<file path="config.mk">
export PLATFORM = sky130hd
export DESIGN_NAME = bs3_mean
export DESIGN_NICKNAME = d
export VERILOG_FILES = /design/src/rtl/core/bs3_pkg.sv /design/src/rtl/core/bs3_mean.sv
export SDC_FILE = /design/constraint.sdc
export NUM_CORES = 1
export LEC_CHECK = 0
export BUFFER_PORTS_ARGS = -buffer_cell sky130_fd_sc_hd__buf_2
export CAP_MARGIN = 40
export CELL_PAD_IN_SITES_DETAIL_PLACEMENT = 0
export CELL_PAD_IN_SITES_GLOBAL_PLACEMENT = 2
export CORE_UTILIZATION = 40
export CTS_CLUSTER_DIAMETER = 100
export DETAILED_ROUTE_END_ITERATION = 16
export PLACE_DENSITY = 0.93
export SLEW_MARGIN = 20
export SYNTH_ARGS = -nofsm -noshare
export SYNTH_HDL_FRONTEND = slang
export SYNTH_SLANG_ARGS = --single-unit
</file>
<file path="constraint.sdc">
create_clock -name clk_i -period 8.05 [get_ports clk_i]
set_clock_uncertainty 0.2 [all_clocks]
set_input_delay 1.2075 -clock clk_i [delete_from_list [all_inputs] [get_ports clk_i]]
set_output_delay 1.2075 -clock clk_i [all_outputs]
set_load 0.03 [all_outputs]
</file>
<file path="src/rtl/core/bs3_pkg.sv">
// Shared constants, types and register codes of the 3x3 box smoothing filter.
package bs3_pkg;

  localparam int unsigned DEF_MAX_WIDTH  = 512;
  localparam int unsigned DEF_MAX_HEIGHT = 256;

  localparam int unsigned PIX_W        = 8;
  localparam int unsigned WIDTH_REG_W  = 10;
  localparam int unsigned HEIGHT_REG_W = 9;
  localparam int unsigned CFG_DATA_W   = 10;

  localparam logic [PIX_W-1:0] BACKGROUND = 8'd255;

  // Nine pixels sum to at most 2295, which fits in 12 bits.
  localparam int unsigned SUM_W = 12;
  // floor(sum / 9) == (sum * 3641) >> 15 for every sum below 3641.
  localparam logic [SUM_W-1:0] DIV9_MUL   = 12'd3641;
  localparam int unsigned      DIV9_SHIFT = 15;
  localparam int unsigned      PROD_W     = 2 * SUM_W;

  typedef enum logic [0:0] {
    REG_FRAME_WIDTH  = 1'b0,
    REG_FRAME_HEIGHT = 1'b1
  } bs3_reg_e;

  // Per-item control that travels with a pixel through the pipeline.
  typedef struct packed {
    logic emit;      // this item releases one output pixel
    logic last;      // the released pixel is the last one of the frame
    logic top_ok;    // row above the output pixel lies inside the frame
    logic bot_ok;    // row below the output pixel lies inside the frame
    logic left_ok;   // column left of the output pixel lies inside the frame
    logic right_ok;  // column right of the output pixel lies inside the frame
  } bs3_tag_t;

  // One new window column: two rows from the line buffers and the new pixel.
  typedef struct packed {
    logic [PIX_W-1:0] up;
    logic [PIX_W-1:0] mid;
    logic [PIX_W-1:0] cur;
  } bs3_col_t;

  // Nine masked neighbourhood values, row-major.
  typedef logic [8:0][PIX_W-1:0] bs3_taps_t;

endpackage

</file>
<file path="src/rtl/core/bs3_mean.sv">
// Sum stage and divide-by-nine output register of the smoothing filter.
module bs3_mean (
  input  logic                      clk_i,
  input  logic                      rst_ni,
  input  logic                      valid_i,
  input  bs3_pkg::bs3_taps_t        taps_i,
  input  logic                      last_i,
  output logic                      ready_o,
  input  logic                      out_ready_i,
  output logic                      out_valid_o,
  output logic [bs3_pkg::PIX_W-1:0] smoothed_o,
  output logic                      frame_end_o
);
  import bs3_pkg::*;

  logic [SUM_W-1:0]  sum_d;
  logic [SUM_W-1:0]  sum_q;
  logic              sum_last_q;
  logic              sum_valid_q, sum_valid_d;
  logic [PROD_W-1:0] prod;
  logic              out_valid_q, out_valid_d;
  logic [PIX_W-1:0]  smoothed_q;
  logic              frame_end_q;
  logic              out_adv;
  logic              sum_load;

  always_comb begin
    sum_d = '0;
    for (int k = 0; k < 9; k++) begin
      sum_d = sum_d + SUM_W'(taps_i[k]);
    end
  end

  assign prod     = PROD_W'(sum_q) * PROD_W'(DIV9_MUL);
  assign out_adv  = !out_valid_q || out_ready_i;
  assign sum_load = !sum_valid_q || out_adv;
  assign ready_o  = sum_load;

  always_comb begin
    sum_valid_d = sum_valid_q;
    if (valid_i && sum_load) begin
      sum_valid_d = 1'b1;
    end else if (out_adv) begin
      sum_valid_d = 1'b0;
    end
    out_valid_d = out_valid_q;
    if (sum_valid_q && out_adv) begin
      out_valid_d = 1'b1;
    end else if (out_ready_i) begin
      out_valid_d = 1'b0;
    end
  end

  always_ff @(posedge clk_i or negedge rst_ni) begin
    if (!rst_ni) begin
      sum_valid_q <= 1'b0;
      out_valid_q <= 1'b0;
    end else begin
      sum_valid_q <= sum_valid_d;
      out_valid_q <= out_valid_d;
    end
  end

  always_ff @(posedge clk_i) begin
    if (valid_i && sum_load) begin
      sum_q      <= sum_d;
      sum_last_q <= last_i;
    end
    if (sum_valid_q && out_adv) begin
      smoothed_q  <= prod[DIV9_SHIFT +: PIX_W];
      frame_end_q <= sum_last_q;
    end
  end

  assign out_valid_o = out_valid_q;
  assign smoothed_o  = smoothed_q;
  assign frame_end_o = frame_end_q;

endmodule

</file>
==> impl_metrics.tcl <==
set metrics [dict create \
    slew_headroom_pct 59.3 \
    final_common_cell "inv_1" \
    drtIter0Drc 56 \
    yosysUniqueCellTypes 33 \
    drt_first_pass_iters 4 \
    port_buffers 87 \
    synth_top_flop_cell "edfxtp_1" \
    routed-wl-met3_um 140 \
    drt-met1-wl_mm 3.37 \
    grt_max_degree 14 \
    cp_slowest_stage_delay_ns 0.59 \
    critPathTopFamily "adder cells" \
    synth_edf_count 22 \
    first_global_vias 2930 \
    die_h_um 108 \
    cts.reportedPaths.clkPinSlew_ns 0.09 \
    synth_top_area_cell "fa_1" \
    syn-mean-instance-area_um2 10.9 \
    highest_layer "met4" \
    io-pin-count 88 \
    worst_pin_slew_ns 0.611 \
    nets 743 \
    setup_viol 0 \
    finalHoldViolations 0 \
    arrival_ns 5.06 \
    min_period_ns 5.25 \
    worstPathCellList "buf_2 > inv_1 > fa_1 > inv_1 > fa_1 > fa_1 > inv_1 > fa_1 > inv_1 > ha_1 > a21o_1 > a21oi_1 > o21ai_0 > o41ai_1 > o21ai_0" \
    path_max_fanout 2 \
    slowest_stage "fa_1" \
    critPathKind "input port to flop" \
    numCtsBuffers 3 \
    detail-route-antenna-nets 0 \
    outcome "completed" \
    ctsResizeCount 0 \
    fin_util_pct 47.1 \
    place.detailed.instances 638 \
    vias_per_cell 4.66 \
    yosysSeqAreaShare_pct 15.9 \
    fmax_mhz 190 \
    hpwl_mm 6.92 \
    drcViolationCount 0 \
    start_kind "input port" \
    post_cts.repair.setup_buffers 0 \
    overflow 0 \
    synth-seq-cells 24 \
    syn-cell-area_mm2 0.00447 \
    cts.sinks 24 \
    grt_pass1_wl_mm 12.3 \
    crit_buf_inv 5 \
    place_congestion 0.857 \
    die_x_um 108 \
    diodes 0 \
    rows 38 \
    clock_path_buffers 2 \
    h-tree-depth 1 \
    vias 2993 \
    maxCapViolations 0 \
    cts_root_buf "clkbuf_8" \
    cts_hold_buffers 0 \
    postRouteWirelength_mm 7.35 \
    grt.total_usage_pct 13.4 \
    cp-end-kind "flop" \
    finalCritPeriodShare_pct 65.3 \
    synthCells 411 \
    rsz0062_at_grt "false" \
    synth_nets 651 \
    initial_core_util_pct 41.1 \
    synthTopCellsByArea "fa_1, ha_1, edfxtp_1" \
    routed-wl-met2_mm 3.78 \
    min_path_type "flop to flop" \
    antenna_found_initial 0 \
    slew_violations 0 \
    layout_common_cells "inv_1, buf_2, fa_1" \
    stdcell_count 642 \
    fp.dieArea_mm2 0.0116 \
    ys_async_sr_fraction_pct 8.33 \
    drive_above_1_share_pct 18.5 \
    syn2layout_area_growth_pct 14.7 \
    cts_tree "done" \
    synth-warning-count 0 \
    clk_latency_ns 0.27 \
    setup_tns_ns 0 \
    core_mm2 0.0109 \
    post_drt_wl_per_cell_um 11.4 \
    synth_top_area_share_pct 37.2 \
    crit_required_ns 7.86 \
]
==> logic make-up after synthesis <==
kind of cell	share of synthesized area [%]
buf+inv	10.2
fa+ha+maj	59.6
xor+xnor	3.33
simple gates	4.48
compound gates	6.49
flops	15.9
==> path summary, 6_finish.rpt <==
path                       startpoint             to  slack, ns  cells past startpoint
max in group asynchronous      rst_ni    sum_valid_q       7.05                      1
hold / removal             sum_last_q    frame_end_o       0.23                      0
setup / recovery            taps_i[3]      sum_q[11]       2.80                     15
min in group asynchronous      rst_ni    out_valid_o       0.51                      1
hold reg to reg            sum_last_q    frame_end_o       0.23                      0
setup reg to reg             sum_q[3]  smoothed_o[2]       2.90                     18
==> metal layers <==
metal / global-route usage, % / vias to the layer above
met1: 18.3 / 1460
met3: 0.726 / 5
li1: - / 1481
met5: 0 / -
met4: 2.94 / 0
met2: 23.4 / 47
==> cell usage after synthesis (4+ instances only) <==
cell and count:
nand2_1 9, xor2_1 4, xnor2_1 13, o21ai_0 10
ha_1 80, inv_1 122, nor2_1 12, edfxtp_1 22
nor2b_1 4, fa_1 83, a21oi_1 15
==> final cells by class <==
type                    instances  area [um^2]
repair buffers                 87          435
well taps                     140          175
fillers                      1021         5760
clock buffers                   3         41.3
multi-input cells             265         3300
flip-flops and latches         24          711
clock inverters                 1         3.75
inverters                     122          458
==> flip-flops by register name, indices dropped and copies added, names as in the netlist <==
| signal | cells |
|---|---|
| frame_end_o | 1 |
| out_valid_o | 1 |
| smoothed_o | 8 |
| sum_last_q | 1 |
| sum_q | 12 |
| sum_valid_q | 1 |
==> per-stage QoR <==
stage	cell area, um^2	worst slack (ns)	hold WS (ns)
floorplan	4470	2.73	0.200
finish	5130	2.80	0.233
detailed placement	5080	2.47	0.220
CTS	5130	2.77	0.223
global placement	5080	2.50	0.208
global route	5130	2.55	0.234
Power is not shown: default switching activity piles up to over one toggle a cycle in this logic, so the estimate is an artifact.
