[src/rtl/core/bs3_pkg.sv]
// Shared constants, types and register codes of the 3x3 box smoothing filter.
package bs3_pkg;

  localparam int unsigned DEF_MAX_WIDTH  = 512;
  localparam int unsigned DEF_MAX_HEIGHT = 256;

  localparam int unsigned PIX_W        = 8;
  localparam int unsigned WIDTH_REG_W  = 10;
  localparam int unsigned HEIGHT_REG_W = 9;
  localparam int unsigned CFG_DATA_W   = 10;

  localparam logic [PIX_W-1:0] BACKGROUND = 8'd255;

  // Nine pixels sum to at most 2295, which fits in 12 bits.
  localparam int unsigned SUM_W = 12;
  // floor(sum / 9) == (sum * 3641) >> 15 for every sum below 3641.
  localparam logic [SUM_W-1:0] DIV9_MUL   = 12'd3641;
  localparam int unsigned      DIV9_SHIFT = 15;
  localparam int unsigned      PROD_W     = 2 * SUM_W;

  typedef enum logic [0:0] {
    REG_FRAME_WIDTH  = 1'b0,
    REG_FRAME_HEIGHT = 1'b1
  } bs3_reg_e;

  // Per-item control that travels with a pixel through the pipeline.
  typedef struct packed {
    logic emit;      // this item releases one output pixel
    logic last;      // the released pixel is the last one of the frame
    logic top_ok;    // row above the output pixel lies inside the frame
    logic bot_ok;    // row below the output pixel lies inside the frame
    logic left_ok;   // column left of the output pixel lies inside the frame
    logic right_ok;  // column right of the output pixel lies inside the frame
  } bs3_tag_t;

  // One new window column: two rows from the line buffers and the new pixel.
  typedef struct packed {
    logic [PIX_W-1:0] up;
    logic [PIX_W-1:0] mid;
    logic [PIX_W-1:0] cur;
  } bs3_col_t;

  // Nine masked neighbourhood values, row-major.
  typedef logic [8:0][PIX_W-1:0] bs3_taps_t;

endpackage

[src/rtl/core/bs3_window.sv]
// 3x3 window registers and the stage that holds the masked neighbourhood.
module bs3_window (
  input  logic               clk_i,
  input  logic               rst_ni,
  input  logic               restart_i,
  input  logic               fire_i,
  input  bs3_pkg::bs3_col_t  col_i,
  input  bs3_pkg::bs3_tag_t  tag_i,
  input  logic               next_ready_i,
  output logic               ready_o,
  output logic               valid_o,
  output bs3_pkg::bs3_taps_t taps_o,
  output logic               last_o
);
  import bs3_pkg::*;

  logic [PIX_W-1:0] win_q [3][3];
  logic [PIX_W-1:0] win_d [3][3];
  logic [PIX_W-1:0] win_sh [3][3];
  logic [2:0]       row_ok;
  logic [2:0]       col_ok;
  bs3_taps_t        taps_d;
  bs3_taps_t        taps_q;
  logic             last_q;
  logic             valid_q, valid_d;
  logic             take;

  assign row_ok = {tag_i.bot_ok, 1'b1, tag_i.top_ok};
  assign col_ok = {tag_i.right_ok, 1'b1, tag_i.left_ok};
  assign take   = fire_i && tag_i.emit;

  always_comb begin
    for (int i = 0; i < 3; i++) begin
      win_sh[i][0] = win_q[i][1];
      win_sh[i][1] = win_q[i][2];
    end
    win_sh[0][2] = col_i.up;
    win_sh[1][2] = col_i.mid;
    win_sh[2][2] = col_i.cur;

    for (int i = 0; i < 3; i++) begin
      for (int j = 0; j < 3; j++) begin
        taps_d[i*3+j] = (row_ok[i] && col_ok[j]) ? win_sh[i][j] : BACKGROUND;
      end
    end

    for (int i = 0; i < 3; i++) begin
      for (int j = 0; j < 3; j++) begin
        if (restart_i || (fire_i && tag_i.last)) begin
          win_d[i][j] = BACKGROUND;
        end else if (fire_i) begin
          win_d[i][j] = win_sh[i][j];
        end else begin
          win_d[i][j] = win_q[i][j];
        end
      end
    end
  end

  always_comb begin
    valid_d = valid_q;
    if (take) begin
      valid_d = 1'b1;
    end else if (next_ready_i) begin
      valid_d = 1'b0;
    end
  end

  assign ready_o = !valid_q || next_ready_i;
  assign valid_o = valid_q;
  assign taps_o  = taps_q;
  assign last_o  = last_q;

  always_ff @(posedge clk_i or negedge rst_ni) begin
    if (!rst_ni) begin
      for (int i = 0; i < 3; i++) begin
        for (int j = 0; j < 3; j++) begin
          win_q[i][j] <= BACKGROUND;
        end
      end
      valid_q <= 1'b0;
    end else begin
      win_q   <= win_d;
      valid_q <= valid_d;
    end
  end

  always_ff @(posedge clk_i) begin
    if (take) begin
      taps_q <= taps_d;
      last_q <= tag_i.last;
    end
  end

endmodule

[config.mk]
export PLATFORM = sky130hd
export DESIGN_NAME = bs3_window
export DESIGN_NICKNAME = d
export VERILOG_FILES = /design/src/rtl/core/bs3_pkg.sv /design/src/rtl/core/bs3_window.sv
export SDC_FILE = /design/constraint.sdc
export NUM_CORES = 1
export LEC_CHECK = 0
export BUFFER_PORTS_ARGS = -buffer_cell sky130_fd_sc_hd__buf_4
export CAP_MARGIN = 0
export CORE_UTILIZATION = 23
export CTS_CLUSTER_DIAMETER = 50
export DETAILED_ROUTE_END_ITERATION = 10
export MAX_ROUTING_LAYER = met4
export PLACE_DENSITY_LB_ADDON = 0.12
export SLEW_MARGIN = 0
export SYNTH_ARGS = -nofsm -noshare
export SYNTH_HDL_FRONTEND = slang
export SYNTH_SLANG_ARGS = --single-unit
[constraint.sdc]
create_clock -name clk_i -period 2.5 [get_ports clk_i]
set_clock_uncertainty 0.1 [all_clocks]
set_input_delay 0.5 -clock clk_i [delete_from_list [all_inputs] [get_ports clk_i]]
set_output_delay 0.5 -clock clk_i [all_outputs]
set_load 0.005 [all_outputs]
==> results.md <==
- Final core occ: 32.83%
- Gate Count Post-Synth: 360
- Clk slew on worst S/H paths: 50 ps
- Die width: 144.8 um
- Final cell count without fillers: 752
- Root buf cell: clkbuf_16
- Initial antenna violation count: 0
- Max Clk Rate: 606.3 MHz
- Type of origin of the critical path: flip-flop
- Setup Viol. Count Final: 0
- Clock buffer depth: 2
- Wire per inst: 15.63 um
- Tmin final: 1649 ps
- Worst skew pair latency: 410 ps
- Layout Nets: 509
- Yosys warnings: 0
- GRT Overall Usage: 12.14%
- CTS hold repair buffers: 0
- Drt initial violations: 147
- Worst VDD drop: 0.4451 mV
- Core Rows: 51
- Synth cell types: 15
- Die H: 144.8 um
- Area Growth Syn to Fin: 37.97%
- I/O pins: 110
- Leak Pwr: 0.002228 uW
- Worst r2r src: win_q[56]
- First-pass GRT wire length: 17930 um
- #FFs+latches synth: 122
- Crit path from: valid_o
- Hold Fails Final Rpt: 0
- DR vias: 3083
- Final instance area: 6474 um2
- CP endpoint kind: output pin
- Crit share post-route: 65.98%
- Placed insts: 720
- Post-Route WL: 11750 um
- HPWL after detailed placement: 7631 um
- Worst Hold Class: in -> async
- Register area share after synthesis: 74.13%
- RSZ-0062 raised after global routing: no
- Slew Limit Headroom: 55.79%
- Share of cells above drive strength 1: 47.02%
- Syn Nets: 395
- Drt drc: 0
- Worst Tran Pin Value: 663.1 ps
- DR vias/cell: 4.100
- Largest net degree at the start of global routing: 50
- Setup TNS: 0 ps
- # Max-Cap Violations: 0
- Remaining Overflow, GRT: 0
- Critical Path Max Stage Delay: 380 ps
- CP top delay family: flip-flops
- Kind of critical path: reg -> out
- Slew Viols, Final: 0
- DIE AREA: 20980 um2
- Core ar.: 19720 um2
- Routability-driven placement congestion ratio: 0.7031
- Syn Area/Cell: 13.03 um2
- Slowest CP cell: dfrtp_1
- # resized after CTS: 0
- Status: finished clean
- CTS Buf Count: 17
- Cell area after synthesis: 4692 um2
- Clock sinks: 122
- Antenna cells: 0
- CTS H-tree lvls: 4
- CP Data Required Time: 1900 ps
- Post-CTS Setup Bufs: 0
- CTS tree: done
- Post-DP Area: 5799 um2
- Pwr dens: 821.7 nW/um2
- Crit path DAT: 1050 ps
- CP Cell Sequence: nand2b_1 > buf_4
- CP max FO: 2
- I/O Buffers: 109
- Critical path buffers and inverters: 1
- First-pass DRT Iterations: 4
- Number of global-route vias before repair: 3209
- Initial Utilization: 23.80%
- Antenna Violating Nets Remaining: 0
per-layer routing:
layer	share of wire [%]	track usage (%)	routed length (um)	up-vias
met5	0	-	0	-
met4	1.1	3.823	127	0
met3	5.7	4.113	672	11
met2	49	19.08	5700	85
met1	45	14.65	5250	1512
li1	-	-	-	1475
logic make-up after synthesis:
| group | share of synthesized area [%] |
|---|---|
| compound gates | 5.120 |
| flops | 74.13 |
| simple gates | 18.27 |
| buf+inv | 2.480 |
sequential cells by signal, indices dropped and copies added (netlist names):
register	cells
win_q	40
taps_o	72
valid_o	1
taps_d	8
last_o	1
stage by stage:
| step | total power [uW] | hold WS, ps | worst slack (ps) |
|---|---|---|---|
| 6_report | 5320 | 49.98 | 850.6 |
| 3_5_place_dp | 2580 | 425.8 | 487.1 |
| 5_1_grt | 5503 | 82.88 | 791.9 |
| 2_1_floorplan | 2397 | 104.4 | 21.15 |
| 4_1_cts | 5404 | 57.29 | 817.8 |
| 3_3_place_gp | 2577 | 426.1 | 524.3 |
report_power, final:
part	switching [uW]	leakage, uW	internal, uW
logic	164	0.000787	120
registers	28.1	0.00112	2220
clock network	874	0.000322	1910
total	1070	0.00223	4250
cell usage in the layout (no fill, tap or decap), drive strengths merged:
cell type,netlist,final
a21oi,48,48
and2b,1,1
buf,13,116
bufinv,0,6
clkbuf,8,19
clkinv,0,4
clkinvlp,0,4
dfrtp,1,1
dfstp,48,48
edfxtp,73,73
nand2,6,6
nand2b,33,33
nor2,48,48
nor3,48,48
or2,32,32
synth_stat cells:
master,n,area [um2]
a21oi_1,48,240.2
and2b_1,1,7.510
buf_2,9,45.04
buf_4,2,15.01
buf_6,2,22.52
clkbuf_1,8,30.03
dfrtp_1,1,25.02
dfstp_2,48,1261
edfxtp_1,73,2192
inv_1,1,3.750
nand2_1,6,22.52
nand2b_1,33,206.5
nor2_1,48,180.2
nor3_1,48,240.2
or2_2,32,200.2
cell type report:
class	instances	area, um2
clock inverter	13	221.5
fill	1977	13240
clock buffer	19	452.9
sequential	122	3478
inverter	1	7.507
multi-input combinational	216	1099
tap	265	331.6
timing repair buffer	116	883.3
worst paths after layout:
path | to | slack (ps) | depth (start not counted)
min reg2reg | win_q[58] | 430 | 2
max | ready_o | 850 | 2
max in group asynchronous | valid_o | 1830 | 1
max reg2reg | taps_o[0] | 1480 | 1
min | valid_o | 50 | 1
min in group clk_i | last_o | 180 | 1
Power figures use the tool's default switching activity.
