### config.mk
export PLATFORM = sky130hd
export DESIGN_NAME = bs3_ctrl
export DESIGN_NICKNAME = d
export VERILOG_FILES = /design/src/rtl/core/bs3_pkg.sv /design/src/rtl/core/bs3_ctrl.sv
export SDC_FILE = /design/constraint.sdc
export NUM_CORES = 1
export LEC_CHECK = 0
export ABC_AREA = 1
export BUFFER_PORTS_ARGS = -buffer_cell sky130_fd_sc_hd__buf_2
export CORE_ASPECT_RATIO = 1.5
export CORE_MARGIN = 1
export CORE_UTILIZATION = 38
export DETAILED_ROUTE_END_ITERATION = 16
export GPL_TIMING_DRIVEN = 0
export SETUP_SLACK_MARGIN = 0.4
export SYNTH_ARGS = -nofsm -noshare
export SYNTH_HDL_FRONTEND = slang
export SYNTH_SLANG_ARGS = --single-unit
### constraint.sdc
create_clock -name clk_i -period 3.2 [get_ports clk_i]
set_input_delay 0.32 -clock clk_i [delete_from_list [all_inputs] [get_ports clk_i]]
set_output_delay 0.32 -clock clk_i [all_outputs]
set_load 0.01 [all_outputs]
### src/rtl/core/bs3_pkg.sv
// Shared constants, types and register codes of the 3x3 box smoothing filter.
package bs3_pkg;

  localparam int unsigned DEF_MAX_WIDTH  = 512;
  localparam int unsigned DEF_MAX_HEIGHT = 256;

  localparam int unsigned PIX_W        = 8;
  localparam int unsigned WIDTH_REG_W  = 10;
  localparam int unsigned HEIGHT_REG_W = 9;
  localparam int unsigned CFG_DATA_W   = 10;

  localparam logic [PIX_W-1:0] BACKGROUND = 8'd255;

  // Nine pixels sum to at most 2295, which fits in 12 bits.
  localparam int unsigned SUM_W = 12;
  // floor(sum / 9) == (sum * 3641) >> 15 for every sum below 3641.
  localparam logic [SUM_W-1:0] DIV9_MUL   = 12'd3641;
  localparam int unsigned      DIV9_SHIFT = 15;
  localparam int unsigned      PROD_W     = 2 * SUM_W;

  typedef enum logic [0:0] {
    REG_FRAME_WIDTH  = 1'b0,
    REG_FRAME_HEIGHT = 1'b1
  } bs3_reg_e;

  // Per-item control that travels with a pixel through the pipeline.
  typedef struct packed {
    logic emit;      // this item releases one output pixel
    logic last;      // the released pixel is the last one of the frame
    logic top_ok;    // row above the output pixel lies inside the frame
    logic bot_ok;    // row below the output pixel lies inside the frame
    logic left_ok;   // column left of the output pixel lies inside the frame
    logic right_ok;  // column right of the output pixel lies inside the frame
  } bs3_tag_t;

  // One new window column: two rows from the line buffers and the new pixel.
  typedef struct packed {
    logic [PIX_W-1:0] up;
    logic [PIX_W-1:0] mid;
    logic [PIX_W-1:0] cur;
  } bs3_col_t;

  // Nine masked neighbourhood values, row-major.
  typedef logic [8:0][PIX_W-1:0] bs3_taps_t;

endpackage

### src/rtl/core/bs3_ctrl.sv
// Frame size registers and raster position counters of the smoothing filter.
module bs3_ctrl #(
  parameter int unsigned MAX_WIDTH  = bs3_pkg::DEF_MAX_WIDTH,
  parameter int unsigned MAX_HEIGHT = bs3_pkg::DEF_MAX_HEIGHT
) (
  input  logic                                clk_i,
  input  logic                                rst_ni,
  input  logic                                cfg_we_i,
  input  bs3_pkg::bs3_reg_e                   cfg_idx_i,
  input  logic [bs3_pkg::CFG_DATA_W-1:0]      cfg_data_i,
  input  logic                                in_valid_i,
  input  logic                                in_ready_i,
  input  logic                                mode_i,
  input  logic [bs3_pkg::PIX_W-1:0]           pixel_i,
  output logic                                load_o,
  output logic [$clog2(MAX_WIDTH)-1:0]        addr_o,
  output logic [bs3_pkg::PIX_W-1:0]           pix_o,
  output bs3_pkg::bs3_tag_t                   tag_o,
  output logic                                restart_o
);
  import bs3_pkg::*;

  localparam int unsigned COL_W = $clog2(MAX_WIDTH);
  localparam int unsigned WID_W = COL_W + 1;
  localparam int unsigned ROW_W = $clog2(MAX_HEIGHT) + 1;

  localparam logic [WID_W-1:0] RST_WIDTH  = WID_W'((MAX_WIDTH < 64) ? MAX_WIDTH : 64);
  localparam logic [ROW_W-1:0] RST_HEIGHT = ROW_W'((MAX_HEIGHT < 64) ? MAX_HEIGHT : 64);

  logic [WID_W-1:0] width_q, width_d;
  logic [ROW_W-1:0] height_q, height_d;
  logic [COL_W-1:0] in_col_q, in_col_d;
  logic [ROW_W-1:0] in_row_q, in_row_d;
  logic [COL_W-1:0] out_col_q, out_col_d;
  logic [ROW_W-1:0] out_row_q, out_row_d;

  logic [31:0]      wr_w;
  logic [31:0]      wr_h;
  logic [WID_W-1:0] width_clamp;
  logic [ROW_W-1:0] height_clamp;

  logic accept, full, ignore, step, emit, last;
  logic col_last, out_col_last, out_row_last;

  // Out-of-range sizes are clamped to 1..MAX.
  always_comb begin
    wr_w = 32'(cfg_data_i[WIDTH_REG_W-1:0]);
    wr_h = 32'(cfg_data_i[HEIGHT_REG_W-1:0]);
    if (wr_w == 32'd0) begin
      width_clamp = WID_W'(1);
    end else if (wr_w > 32'(MAX_WIDTH)) begin
      width_clamp = WID_W'(MAX_WIDTH);
    end else begin
      width_clamp = wr_w[WID_W-1:0];
    end
    if (wr_h == 32'd0) begin
      height_clamp = ROW_W'(1);
    end else if (wr_h > 32'(MAX_HEIGHT)) begin
      height_clamp = ROW_W'(MAX_HEIGHT);
    end else begin
      height_clamp = wr_h[ROW_W-1:0];
    end
  end

  assign accept       = in_valid_i && in_ready_i;
  assign full         = (in_row_q >= height_q);
  assign ignore       = mode_i && !full;
  assign step         = accept && !ignore;
  assign col_last     = (({1'b0, in_col_q} + WID_W'(1)) == width_q);
  assign out_col_last = (({1'b0, out_col_q} + WID_W'(1)) == width_q);
  assign out_row_last = ((out_row_q + ROW_W'(1)) == height_q);
  // The first width+1 items of a frame release nothing.
  assign emit         = !((in_row_q == '0) || ((in_row_q == ROW_W'(1)) && (in_col_q == '0)));
  assign last         = emit && out_col_last && out_row_last;

  assign load_o    = step;
  assign addr_o    = in_col_q;
  assign pix_o     = (mode_i || full) ? BACKGROUND : pixel_i;
  assign restart_o = cfg_we_i;

  always_comb begin
    tag_o.emit     = emit;
    tag_o.last     = last;
    tag_o.top_ok   = (out_row_q != '0);
    tag_o.bot_ok   = !out_row_last;
    tag_o.left_ok  = (out_col_q != '0);
    tag_o.right_ok = !out_col_last;
  end

  always_comb begin
    width_d   = width_q;
    height_d  = height_q;
    in_col_d  = in_col_q;
    in_row_d  = in_row_q;
    out_col_d = out_col_q;
    out_row_d = out_row_q;
    if (cfg_we_i) begin
      case (cfg_idx_i)
        REG_FRAME_WIDTH:  width_d  = width_clamp;
        REG_FRAME_HEIGHT: height_d = height_clamp;
        default: ;
      endcase
      in_col_d  = '0;
      in_row_d  = '0;
      out_col_d = '0;
      out_row_d = '0;
    end else if (step) begin
      if (last) begin
        in_col_d  = '0;
        in_row_d  = '0;
        out_col_d = '0;
        out_row_d = '0;
      end else begin
        if (col_last) begin
          in_col_d = '0;
          in_row_d = in_row_q + ROW_W'(1);
        end else begin
          in_col_d = in_col_q + COL_W'(1);
        end
        if (emit) begin
          if (out_col_last) begin
            out_col_d = '0;
            out_row_d = out_row_q + ROW_W'(1);
          end else begin
            out_col_d = out_col_q + COL_W'(1);
          end
        end
      end
    end
  end

  always_ff @(posedge clk_i or negedge rst_ni) begin
    if (!rst_ni) begin
      width_q   <= RST_WIDTH;
      height_q  <= RST_HEIGHT;
      in_col_q  <= '0;
      in_row_q  <= '0;
      out_col_q <= '0;
      out_row_q <= '0;
    end else begin
      width_q   <= width_d;
      height_q  <= height_d;
      in_col_q  <= in_col_d;
      in_row_q  <= in_row_d;
      out_col_q <= out_col_d;
      out_row_q <= out_row_d;
    end
  end

endmodule

==> metrics.csv <==
metric;value;unit
cts-root-buf;clkbuf_16;
leakage;2.34;nW
cts_resized;0;
grt_use_met1;24.7;%
cts_tree;yes;
cts_sinks;55;
antenna_found_initial;0;
fin_crit_sh;84.3;%
grt-busiest-layer;met2;
die_area;0.0111;sq mm
grtUsageMet3;2.76;%
cts_buffer_depth;2;
synth.avg_cell_area;6.78;sq um
layout_setup_ws;0.504;ns
powerDensity;396;mW/mm^2
areaGrowthSynthToFinish;14.6;%
cts_buffers;5;
postSynth.asyncResetShare;100;%
outcome;finished clean;
netlist_instances;598;
vias;3850;
path_class;reg -> out;
fin_cells;796;
rows;45;
rsz0062_at_grt;true;
final_nets;697;
antenna_cells;0;
grt_max_degree;56;
synth_edf_count;0;
routedWlPerCell;13.4;um
mostFrequentLayoutCells;nand2_1 (179), inv_1 (87), nand3_1 (66), nor2_1 (62);
peakVddDrop;229;uV
clk_pin_slew;0.07;ns
synthFlopType;dfrtp_1;
dpl.hpwl;8.62;mm
coreArea;0.0102;sq mm
gp_congestion;0.872;
ys_seq_area_share;34.0;%
finalSetupTns;0;ns
ys_ff_latch;55;
ant_nets;0;
crit_fanout;5;
num-fill-cells;1105;
grtUsageMet2;36.3;%
tightest_slew;0.704;ns
hold_buffers;0;
maxSlewViolCount;0;
vias_per_cell;4.84;
grt_overflow;0;
grt_pass1_vias;3734;
critPathLaunchType;flip-flop;
route.detailed.drc;0;
first_pass_iters;4;
slew-limit-headroom;53.1;%
grt_pass1_wl;17.7;mm
syn-num-nets;641;
place_ws;0.573;ns
die_x;86.3;um
finalCriticalPeriod;2.70;ns
die_height;128;um
synth.distinct_cells;34;
final_common_cell;nand2_1;
min_path_type;in -> async;
critical_path_arrival;2.38;ns
io_buffer_count;49;
h-tree-depth;2;
finalHoldViolations;0;
start_util;39.5;%
setup_viol;0;
fmax;371;MHz
post-route-util;45.3;%
syn_area;0.00405;sq mm
drt_iter0_markers;201;
placed_cells;788;
maxCapViolCount;0;
clkLatencyLatePin;0.30;ns
required;2.88;ns
finalPower;1.84;mW
yosysWarnings;0;
io-pin-count;50;
cp-end-kind;primary output;
grt_usage;20.4;%
drt_wl_total;10.6;mm
postCtsSetupBuffers;0;
drive_above_1_share;13.1;%
finalClockSkew;0.00927;ns
-- per-stage QoR --
step,hold slack (ns),area (sq um)
global route,0.138,4650
floorplan,0.0244,4050
CTS,0.285,4630
detailed placement,0.541,4470
global placement,0.541,4470
finish,0.0720,4650
-- registers in the layout, indices dropped and copies added, names as in the netlist --
name       flops
out_col_q      9
addr_o         9
height_q       9
out_row_q      9
in_row_q       9
width_q       10
-- worst paths after layout --
kind	depth (start not counted)	from	slack, ns	end
worst min-delay path	1	rst_ni	0.07	addr_o[2]
worst max register to register	13	height_q[6]	0.71	addr_o[3]
max in group asynchronous	1	rst_ni	2.62	out_row_q[0]
worst max-delay path	11	out_col_q[0]	0.50	tag_o[4]
min in group clk_i	3	cfg_data_i[8]	0.30	width_q[8]
worst min register to register	1	out_row_q[0]	0.52	out_row_q[0]
-- final cells by class --
cell class	count	area, sq um	share of cell area, %
Clock inverter	1	7.51	0.162
Timing Repair Buffer	49	248	5.33
Buffer	11	76.3	1.64
Multi-Input combinational cell	445	2280	49.0
Clock buffer	7	153	3.29
Inverter	87	327	7.03
Tap cell	141	176	3.80
Sequential cell	55	1380	29.7
-- kinds of logic after synthesis --
family          Yosys count  synth area share, %
simple gates            352                 38.3
buf+inv                  98                 9.94
compound gates           57                 7.87
flops                    55                 34.0
fa+ha+maj                18                 5.56
xor+xnor                 17                 4.01
mux                       1                0.247
-- layer usage --
metal | share of wire, % | routed length (um)
met4 | 2.3 | 244
met3 | 3.2 | 345
met5 | 0 | 0
met2 | 51 | 5410
met1 | 44 | 4630
-- worst max-delay path, stage by stage, from the launching register on --
cell and delay [ns]:
dfrtp_1 0.41, inv_1 0.14, ha_1 0.34, inv_1 0.05, nand2_1 0.05, nand4_1 0.12
nor3_1 0.25, and3_1 0.19, nand3_1 0.10, nor3_1 0.19, buf_4 0.13, buf_2 0.11
-- report_power, final --
part / switching, mW / internal, mW
combinational: 0.285 / 0.172
sequential: 0.0505 / 0.742
clock: 0.257 / 0.334
total: 0.593 / 1.25
-- Yosys cell counts, drive strengths merged (3+ instances only) --
library cell,instances,area share [%]
xnor2,4,0.86
ha,18,5.6
a21oi,8,0.99
dfrtp,53,33
nand3,70,9.5
buf,9,1.7
nand2,184,17
nor2,69,7.1
nor3,8,0.99
nand3b,3,0.56
o21ai,26,3.2
inv,87,8.1
nand4,12,1.9
nor4,3,0.46
xor2,12,2.6
o22ai,19,2.9
No activity file was read; power rests on OpenSTA's default activity.
